--- src/hw/rtl/lmvf_pkg.sv ---
// Package for the local mean and variance filter.
// Holds the channel payload types, register indexes, border codes and the
// command and status groups between controller and datapath. No dependencies.
package lmvf_pkg;

  // Fixed field widths.
  localparam int SAMPLE_BITS = 16;
  localparam int VAR_BITS    = 31;
  localparam int DIM_BITS    = 11;
  localparam int CFG_IDX_BITS  = 3;
  localparam int CFG_DATA_BITS = 16;

  // Register indexes on the configuration port.
  localparam logic [CFG_IDX_BITS-1:0] CFG_RADIUS       = 3'd0;
  localparam logic [CFG_IDX_BITS-1:0] CFG_BORDER_MODE  = 3'd1;
  localparam logic [CFG_IDX_BITS-1:0] CFG_BORDER_VALUE = 3'd2;
  localparam logic [CFG_IDX_BITS-1:0] CFG_IMAGE_WIDTH  = 3'd3;
  localparam logic [CFG_IDX_BITS-1:0] CFG_IMAGE_HEIGHT = 3'd4;

  // Border handling codes.
  localparam logic [1:0] BORDER_CONSTANT  = 2'd0;
  localparam logic [1:0] BORDER_REPLICATE = 2'd1;
  localparam logic [1:0] BORDER_REFLECT   = 2'd2;
  localparam logic [1:0] BORDER_REFLECT101 = 2'd3;

  // Input operation codes.
  localparam logic OP_PUSH  = 1'b0;
  localparam logic OP_FLUSH = 1'b1;

  typedef struct packed {
    logic                          operation;
    logic signed [SAMPLE_BITS-1:0] sample;
  } in_t;

  typedef struct packed {
    logic signed [SAMPLE_BITS-1:0] window_mean;
    logic [VAR_BITS-1:0]           window_variance;
    logic                          end_of_frame;
  } out_t;

  // Commands from the controller to the datapath.
  typedef struct packed {
    logic accept;
    logic check;
    logic setup;
    logic col_step;
    logic prod;
    logic diff;
    logic div_start;
    logic load_out;
  } ctrl_cmd_t;

  // Status from the datapath to the controller.
  typedef struct packed {
    logic pending;
    logic col_last;
    logic pipe_busy;
    logic div_busy;
    logic out_full;
  } dp_status_t;

endpackage

--- src/hw/rtl/lmvf_ctrl.sv ---
// Controller state machine of the local mean and variance filter.
// Depends on lmvf_pkg for the command and status groups.
module lmvf_ctrl (
  input  logic                   clk_i,
  input  logic                   rst_ni,
  input  logic                   in_valid_i,
  output logic                   in_ready_o,
  input  lmvf_pkg::dp_status_t   status_i,
  output lmvf_pkg::ctrl_cmd_t    cmd_o
);

  localparam logic [3:0] S_IDLE    = 4'd0;
  localparam logic [3:0] S_CHECK   = 4'd1;
  localparam logic [3:0] S_SETUP   = 4'd2;
  localparam logic [3:0] S_COLS    = 4'd3;
  localparam logic [3:0] S_DRAIN   = 4'd4;
  localparam logic [3:0] S_PROD    = 4'd5;
  localparam logic [3:0] S_DIFF    = 4'd6;
  localparam logic [3:0] S_DIVGO   = 4'd7;
  localparam logic [3:0] S_DIVWAIT = 4'd8;
  localparam logic [3:0] S_OUT     = 4'd9;

  logic [3:0] state_q, state_d;

  assign in_ready_o = (state_q == S_IDLE);

  // Next state and command decode.
  always_comb begin
    state_d = state_q;
    cmd_o   = '0;
    unique case (state_q)
      S_IDLE: begin
        if (in_valid_i) begin
          cmd_o.accept = 1'b1;
          state_d      = S_CHECK;
        end
      end
      S_CHECK: begin
        cmd_o.check = 1'b1;
        state_d     = status_i.pending ? S_SETUP : S_IDLE;
      end
      S_SETUP: begin
        cmd_o.setup = 1'b1;
        state_d     = S_COLS;
      end
      S_COLS: begin
        cmd_o.col_step = 1'b1;
        if (status_i.col_last) begin
          state_d = S_DRAIN;
        end
      end
      S_DRAIN: begin
        if (!status_i.pipe_busy) begin
          state_d = S_PROD;
        end
      end
      S_PROD: begin
        cmd_o.prod = 1'b1;
        state_d    = S_DIFF;
      end
      S_DIFF: begin
        cmd_o.diff = 1'b1;
        state_d    = S_DIVGO;
      end
      S_DIVGO: begin
        cmd_o.div_start = 1'b1;
        state_d         = S_DIVWAIT;
      end
      S_DIVWAIT: begin
        if (!status_i.div_busy) begin
          state_d = S_OUT;
        end
      end
      S_OUT: begin
        if (!status_i.out_full) begin
          cmd_o.load_out = 1'b1;
          state_d        = S_IDLE;
        end
      end
      default: begin
        state_d = S_IDLE;
      end
    endcase
  end

  always_ff @(posedge clk_i or negedge rst_ni) begin
    if (!rst_ni) begin
      state_q <= S_IDLE;
    end else begin
      state_q <= state_d;
    end
  end

endmodule

--- config.mk ---
export PLATFORM = sky130hd
export DESIGN_NAME = lmvf_ctrl
export DESIGN_NICKNAME = d
export VERILOG_FILES = /design/src/hw/rtl/lmvf_pkg.sv /design/src/hw/rtl/lmvf_ctrl.sv
export SDC_FILE = /design/constraint.sdc
export NUM_CORES = 1
export LEC_CHECK = 0
export ABC_AREA = 0
export BUFFER_PORTS_ARGS = -buffer_cell sky130_fd_sc_hd__buf_2
export CELL_PAD_IN_SITES_DETAIL_PLACEMENT = 0
export CELL_PAD_IN_SITES_GLOBAL_PLACEMENT = 1
export CORE_AREA = 2 2 39 41
export DETAILED_ROUTE_END_ITERATION = 8
export DIE_AREA = 0 0 41 43
export GPL_TIMING_DRIVEN = 0
export PLACE_DENSITY_LB_ADDON = 0.12
export SYNTH_ARGS = -nofsm -noshare
export SYNTH_HDL_FRONTEND = slang
export SYNTH_SLANG_ARGS = --single-unit
--- constraint.sdc ---
create_clock -name clk_i -period 1.55 [get_ports clk_i]
set_clock_uncertainty 0.1 [all_clocks]
set_input_delay 0.0775 -clock clk_i [delete_from_list [all_inputs] [get_ports clk_i]]
set_output_delay 0.0775 -clock clk_i [all_outputs]
set_load 0.1 [all_outputs]
==> metrics, run 1 <==
clock-pin slew on the worst setup and hold paths=0.04 ns; CTS root buffer=sky130_fd_sc_hd__clkbuf_4; wire length per cell=11.3 um; final worst-path setup slack=0.0399 ns; residual overflow from global routing=0; Worst Path Required=1.37 ns; setup repair after global routing missed its margin=true; via count=386; CTS tree=done; register bank with the most flops=state_q; type of element capturing the critical path=primary output; flip-flop count of the largest register, all copies and words added=4; chip width=41 um; number of buffers inserted during clock tree synthesis=3; area of the die=1760 um^2; layout cell share with drive strength beyond 1=64.2%; summed instance area of the synthesized netlist=323 um^2; Syn-to-layout area delta=109%; CP startpoint=state_q[1]; highest net fanout along the worst path=9; number of antenna diodes=0; r2r startpoint=state_q[3]; routability congestion estimate=0.655; DR iter-0 viols=0; Total Routed Length=940 um; worst setup slack for register-to-register paths=0.28 ns; clock sink count=4; Max Clk Rate=662 MHz; Yosys top cell by area=sky130_fd_sc_hd__dfrtp_1; warning count from the yosys run=0; main combinational cell family by area after synthesis=simple AND/OR/NAND/NOR gates; clock buffer depth=2; final cycle utilization of the critical path=97.4%; multiplexer share of the synthesized area=3.10%; DRC violations left=0; post-synthesis average cell area=7.87 um^2; Final Max Tran Viols=0; nets=77; R2R cell count=5; type of origin of the critical path=flip-flop; Core Area=1380 um^2; initial antenna violation count=0; filler cell count in the final layout=145; endpoints failing hold=0; detailed-router iteration count before antenna repair=1; Largest regs=state_q (4); Critical Path AT=1.33 ns; number of input and output port buffers inserted=16; simple-gate share of the synthesized area=39.5%; Period minus WS final=1.51 ns; r2r endpoint=state_q[0]; dominant cells by area after synthesis=sky130_fd_sc_hd__dfrtp_1 (31%), sky130_fd_sc_hd__nor2_1 (9.3%), sky130_fd_sc_hd__nand2b_1 (7.8%), sky130_fd_sc_hd__a21oi_1 (6.2%), sky130_fd_sc_hd__nor3_1 (6.2%); number of cells produced by synthesis=41; initial core utilization=23.3%; fraction of post-synthesis cell area in the top cell type by area=31.0%; row count=14; number of placed I/O pins=17; xor and xnor area share after synthesis=0%; Skew-Pair Late Insertion Delay=0.23 ns; max capacitance violation total=0; Worst Setup Slack post-DPL=-0.0370 ns; Min-Delay Path Class=input pin to async pin; height of the die=43 um; Setup-failing EPs final=0; number of cells in the design after placement=73; slew margin rel.=81.6%; first-pass GRT wire length=1.51 mm; synthesized net count=49; number of routed nets with antenna violations=0; global routing usage summed across all routing layers=13.1%; actual slew at the worst max-slew pin=0.278 ns; sequential area share after synthesis=31.0%; maximum number of pins on one net before global-route repair=11; CP endpoint=cmd_o[7]; final hold slack=0.0798 ns; number of flip-flops and latches in the synthesized netlist=4; outcome=completed; final cell count without fillers=83; via/cell ratio=4.65; share of synthesized cell area in full adder, half adder and majority cells=0%; HPWL after detailed placement=664 um; htree depth=1; number of global-route vias before repair=380; class of the most critical setup path=flip-flop to primary output; synthesized-area fraction occupied by ao, oa, aoi and oai cells=17.8%; Cell variety after synth=20
-- placed cells by master (no fill, tap or decap), types with 2 or more instances in the layout --
| cell type | n |
|---|---|
| sky130_fd_sc_hd__nor2_4 | 3 |
| sky130_fd_sc_hd__buf_2 | 7 |
| sky130_fd_sc_hd__buf_4 | 8 |
| sky130_fd_sc_hd__o21ai_1 | 3 |
| sky130_fd_sc_hd__buf_6 | 6 |
| sky130_fd_sc_hd__nand2b_4 | 2 |
| sky130_fd_sc_hd__buf_12 | 3 |
| sky130_fd_sc_hd__nor3_4 | 2 |
| sky130_fd_sc_hd__dfrtp_1 | 2 |
| sky130_fd_sc_hd__dfrtp_2 | 2 |
| sky130_fd_sc_hd__a21oi_1 | 4 |
| sky130_fd_sc_hd__nor3_2 | 2 |
| sky130_fd_sc_hd__clkbuf_4 | 3 |
| sky130_fd_sc_hd__nor2_1 | 5 |
| sky130_fd_sc_hd__nand2b_1 | 2 |
-- layout make-up --
class	count	area [um^2]	area share, %
multi-input combinational	33	277	41.1
tap	16	20.0	2.97
inverter	1	3.75	0.558
buffer	3	30.0	4.46
timing repair buffer	23	218	32.3
clock buffer	3	22.5	3.35
sequential	4	103	15.2
-- worst max-delay path: stages, from the launching register on --
cell and delay, ns:
sky130_fd_sc_hd__dfrtp_1 0.37, sky130_fd_sc_hd__buf_6 0.14, sky130_fd_sc_hd__nor4_4 0.22, sky130_fd_sc_hd__and2_4 0.19
sky130_fd_sc_hd__buf_12 0.16
-- metal layers --
| layer | global-route usage (%) | routed length, um |
|---|---|---|
| met2 | 21.6 | 517 |
| met5 | 0 | 0 |
| met1 | 14.1 | 388 |
| met4 | 12.0 | 0 |
| met3 | 0 | 33 |
-- cells by family after synthesis --
kind of cell           after synthesis
AND/OR/NAND/NOR                     22
AO/OA/AOI/OAI                       10
flip-flops                           4
buffers and inverters                4
multiplexers                         1
-- repair_timing --
| action | 4_1_cts | 5_1_grt |
|---|---|---|
| hold endpoints to repair | 4 | 0 |
| hold buffers | 1 | 0 |
| setup endpoints to repair | 9 | 6 |
| setup buffers | 5 | 1 |
| resized for setup | 28 | 5 |
| pin swaps | 2 | 3 |
-- synthesized netlist by cell type --
| cell | n |
|---|---|
| sky130_fd_sc_hd__a21oi_1 | 4 |
| sky130_fd_sc_hd__and2_1 | 1 |
| sky130_fd_sc_hd__and3b_1 | 1 |
| sky130_fd_sc_hd__buf_2 | 1 |
| sky130_fd_sc_hd__buf_4 | 1 |
| sky130_fd_sc_hd__buf_6 | 1 |
| sky130_fd_sc_hd__dfrtp_1 | 4 |
| sky130_fd_sc_hd__inv_1 | 1 |
| sky130_fd_sc_hd__mux2i_1 | 1 |
| sky130_fd_sc_hd__nand2_2 | 1 |
| sky130_fd_sc_hd__nand2b_1 | 4 |
| sky130_fd_sc_hd__nor2_1 | 8 |
| sky130_fd_sc_hd__nor2b_1 | 1 |
| sky130_fd_sc_hd__nor3_1 | 4 |
| sky130_fd_sc_hd__nor3b_2 | 1 |
| sky130_fd_sc_hd__nor4_2 | 1 |
| sky130_fd_sc_hd__o21a_1 | 1 |
| sky130_fd_sc_hd__o21ai_1 | 3 |
| sky130_fd_sc_hd__o22ai_1 | 1 |
| sky130_fd_sc_hd__o32ai_1 | 1 |
-- stage by stage --
step                      area [um^2]  TNS, ns  utilization (%)
after floorplan                   387    -2.60                -
after global placement            487   -0.171             35.2
after detailed placement          487   -0.132             35.2
after CTS                         649        0             46.9
after global routing              673  -0.0319             48.6
final                             673        0             48.6
-- how the worst min path moves through the flow --
stage / from / endpoint / slack (ns) / cells after the start
2_1_floorplan: rst_ni / state_q[0] / -0.32 / 0
3_3_place_gp: rst_ni / state_q[3] / -0.22 / 1
3_5_place_dp: rst_ni / state_q[3] / -0.21 / 1
4_1_cts: rst_ni / state_q[2] / 0.07 / 2
5_1_grt: rst_ni / state_q[2] / 0.08 / 2
6_report: rst_ni / state_q[2] / 0.08 / 2
Power of run 1 is left out: the tool's default activity adds up to more than one toggle a clock period on the data nets, which glitch-free logic cannot reach.
==> run 2, diff against run 1 <==
--- a/config.mk
+++ b/config.mk
@@ -14,6 +14,8 @@
 export DIE_AREA = 0 0 41 43
 export GPL_TIMING_DRIVEN = 0
 export PLACE_DENSITY_LB_ADDON = 0.12
+export SETUP_SLACK_MARGIN = 0.05
 export SYNTH_ARGS = -nofsm -noshare
 export SYNTH_HDL_FRONTEND = slang
 export SYNTH_SLANG_ARGS = --single-unit
+export TNS_END_PERCENT = 50
==> constraint.sdc (replaced) <==
create_clock -name clk_i -period 1.7 [get_ports clk_i]
set_clock_uncertainty 0.1 [all_clocks]
set_input_delay 0.085 -clock clk_i [delete_from_list [all_inputs] [get_ports clk_i]]
set_output_delay 0.085 -clock clk_i [all_outputs]
set_load 0.1 [all_outputs]
==> run 2 against run 1 <==
  * Clock-buffer cell count unchanged
  * Critical endpoint unchanged
  * Setup slack improved by 0.066 ns
  * Flip-flop and latch count unchanged
  * Non-clock buffer count decreased by 6
==> metrics, run 2 (same netlist as run 1, synthesis figures left out) <==
via/cell ratio=4.66 (+0.25%); detailed-router iteration count before antenna repair=2 (+1); CTS root buffer=sky130_fd_sc_hd__clkbuf_4; Placed Area=460 um^2 (-5.4%); R2R cell count=4 (-1); htree depth=1 (unchanged); CTS tree=done; chip width=41 um (unchanged); Slowest-stage cell, CP=sky130_fd_sc_hd__dfrtp_1; Core Area=1380 um^2 (unchanged); most frequent standard cell in the layout excluding fill and tap cells=sky130_fd_sc_hd__buf_2; initial antenna violation count=0 (unchanged); type of origin of the critical path=flip-flop; number of global-route vias before repair=345 (-9.2%); Largest regs=state_q (4); final worst-path setup slack=0.106 ns (+0.0657 ns); setup repair after global routing missed its margin=true; r2r startpoint=state_q[2]; area of the die=1760 um^2 (unchanged); Setup-failing EPs final=0 (unchanged); critical-path cell list=buf_4 > nor4_4 > and2_4 > buf_8; height of the die=43 um (unchanged); Critical Path AT=1.41 ns (+0.08 ns); Final Max Tran Viols=0 (unchanged); endpoints failing hold=0 (unchanged); number of input and output port buffers inserted=16 (unchanged); clock-pin slew on the worst setup and hold paths=0.04 ns (about the same); global routing usage summed across all routing layers=12.9% (-0.20 points); DR iter-0 viols=1 (+1); Skew-Pair Late Insertion Delay=0.23 ns (about the same); Total Routed Length=845 um (-10%); number of cells in the design after placement=73 (unchanged); number of placed I/O pins=17 (unchanged); clock sink count=4 (unchanged); number of antenna diodes=0 (unchanged); final cell count without fillers=77 (-7.2%); fin area=546 um^2 (-19%); number of routed nets with antenna violations=0 (unchanged); Worst path top cell family by delay=simple AND/OR/NAND/NOR gates; final cycle utilization of the critical path=93.8%; initial core utilization=23.3% (unchanged); first-pass GRT wire length=1.54 mm (+1.8%); flip-flop count of the largest register, all copies and words added=4 (unchanged); Worst Setup Slack post-DPL=0.156 ns (+0.193 ns); Post-CTS Repair Setup Buffers=0 (-5); clock buffer depth=2 (unchanged); most frequent cells in the layout=sky130_fd_sc_hd__buf_2 (8), sky130_fd_sc_hd__nor2_1 (7), sky130_fd_sc_hd__buf_4 (5); GR met1 Demand/Resource=16.7% (+2.6 points); worst setup slack for register-to-register paths=0.43 ns (+0.15 ns); Max Clk Rate=627 MHz; row count=14 (unchanged); nets=71 (-7.8%); number of buffers inserted during clock tree synthesis=3 (unchanged); Min-Delay Path Class=input pin to async pin; slew margin rel.=81.5% (-0.12 points); actual slew at the worst max-slew pin=0.280 ns (+0.00180 ns); via count=359 (-7.0%); max capacitance violation total=0 (unchanged); Worst Path Required=1.51 ns (+0.14 ns); r2r endpoint=state_q[0]; fraction of met3 tracks used by global routing=2.09% (+2.1 points); filler cell count in the final layout=160 (+10%); residual overflow from global routing=0 (unchanged); routability congestion estimate=0.635 (-3.2%); Syn-to-layout area delta=69.0%; layout cell share with drive strength beyond 1=52.5% (-12 points); highest net fanout along the worst path=10 (+1); most crowded layer after global routing=met2; class of the most critical setup path=flip-flop to primary output; register bank with the most flops=state_q; Period minus WS final=1.59 ns; Worst path max stage delay=0.38 ns (about the same); type of element capturing the critical path=primary output; outcome=completed; DRC violations left=0 (unchanged); buffering stage count on the worst path with inverters included=2 (unchanged); wire length per cell=11.0 um (-3.1%); maximum number of pins on one net before global-route repair=11 (unchanged); HPWL after detailed placement=632 um (-4.8%); met2 usage=18.1% (-3.4 points)
-- run 2: cell types whose count changed in the layout (fill, tap and decap cells not counted), moves of 2 or more --
cell,change
sky130_fd_sc_hd__buf_12,-3
sky130_fd_sc_hd__buf_4,-3
sky130_fd_sc_hd__nor2_4,-3
sky130_fd_sc_hd__buf_6,-2
sky130_fd_sc_hd__nand2b_1,+2
sky130_fd_sc_hd__nand2b_4,-2
sky130_fd_sc_hd__nor2_1,+2
-- run 2: layer usage --
metal / routed length (um) / vias to the layer above
met1: 377 / 168
met5: 0 / -
met4: 0 / 0
met3: 42 / 0
met2: 425 / 9
li1: - / 182
-- run 2: repair_timing --
item	4_1_cts	5_1_grt
pin swaps	0	1
endpoints found under the setup margin	9	6
endpoints found under the hold margin	4	0
resized for setup	11	7
hold buffers	1	0
-- run 2: worst reg2reg max path, stage by stage, from the launching register on --
cell	delay, ns
sky130_fd_sc_hd__dfrtp_1	0.42
sky130_fd_sc_hd__buf_2	0.22
sky130_fd_sc_hd__a21oi_1	0.14
sky130_fd_sc_hd__o22ai_1	0.10
sky130_fd_sc_hd__o21a_1	0.17
-- run 2: metrics by stage --
step	hold WS [ns]	setup TNS (ns)	utilization [%]
finish	0.0847	0	39.4
global route	0.113	0	39.4
CTS	0.0765	0	37.8
detailed placement	-0.209	0	33.3
global placement	-0.208	0	33.3
floorplan	-0.311	-3.11	-
-- run 2: worst max path at each step --
| stage | start | cells after the start | to | slack (ns) |
|---|---|---|---|---|
| 6_report | state_q[3] | 4 | cmd_o[7] | 0.11 |
| 5_1_grt | state_q[3] | 4 | cmd_o[2] | 0.03 |
| 4_1_cts | state_q[3] | 4 | cmd_o[1] | 0.05 |
| 3_5_place_dp | state_q[3] | 4 | cmd_o[7] | 0.16 |
| 3_3_place_gp | state_q[3] | 4 | cmd_o[7] | 0.14 |
| 2_1_floorplan | state_q[3] | 3 | cmd_o[7] | -0.60 |
-- run 2: layout make-up --
type	count	area, um^2	area share [%]
clock buffer	3	22.5	4.13
tap	16	20.0	3.67
sequential	4	101	18.6
inverter	1	3.75	0.688
buffer	3	23.8	4.36
multi-input combinational	33	235	43.1
timing repair buffer	17	139	25.5
Power of run 2 is left out for the same reason.
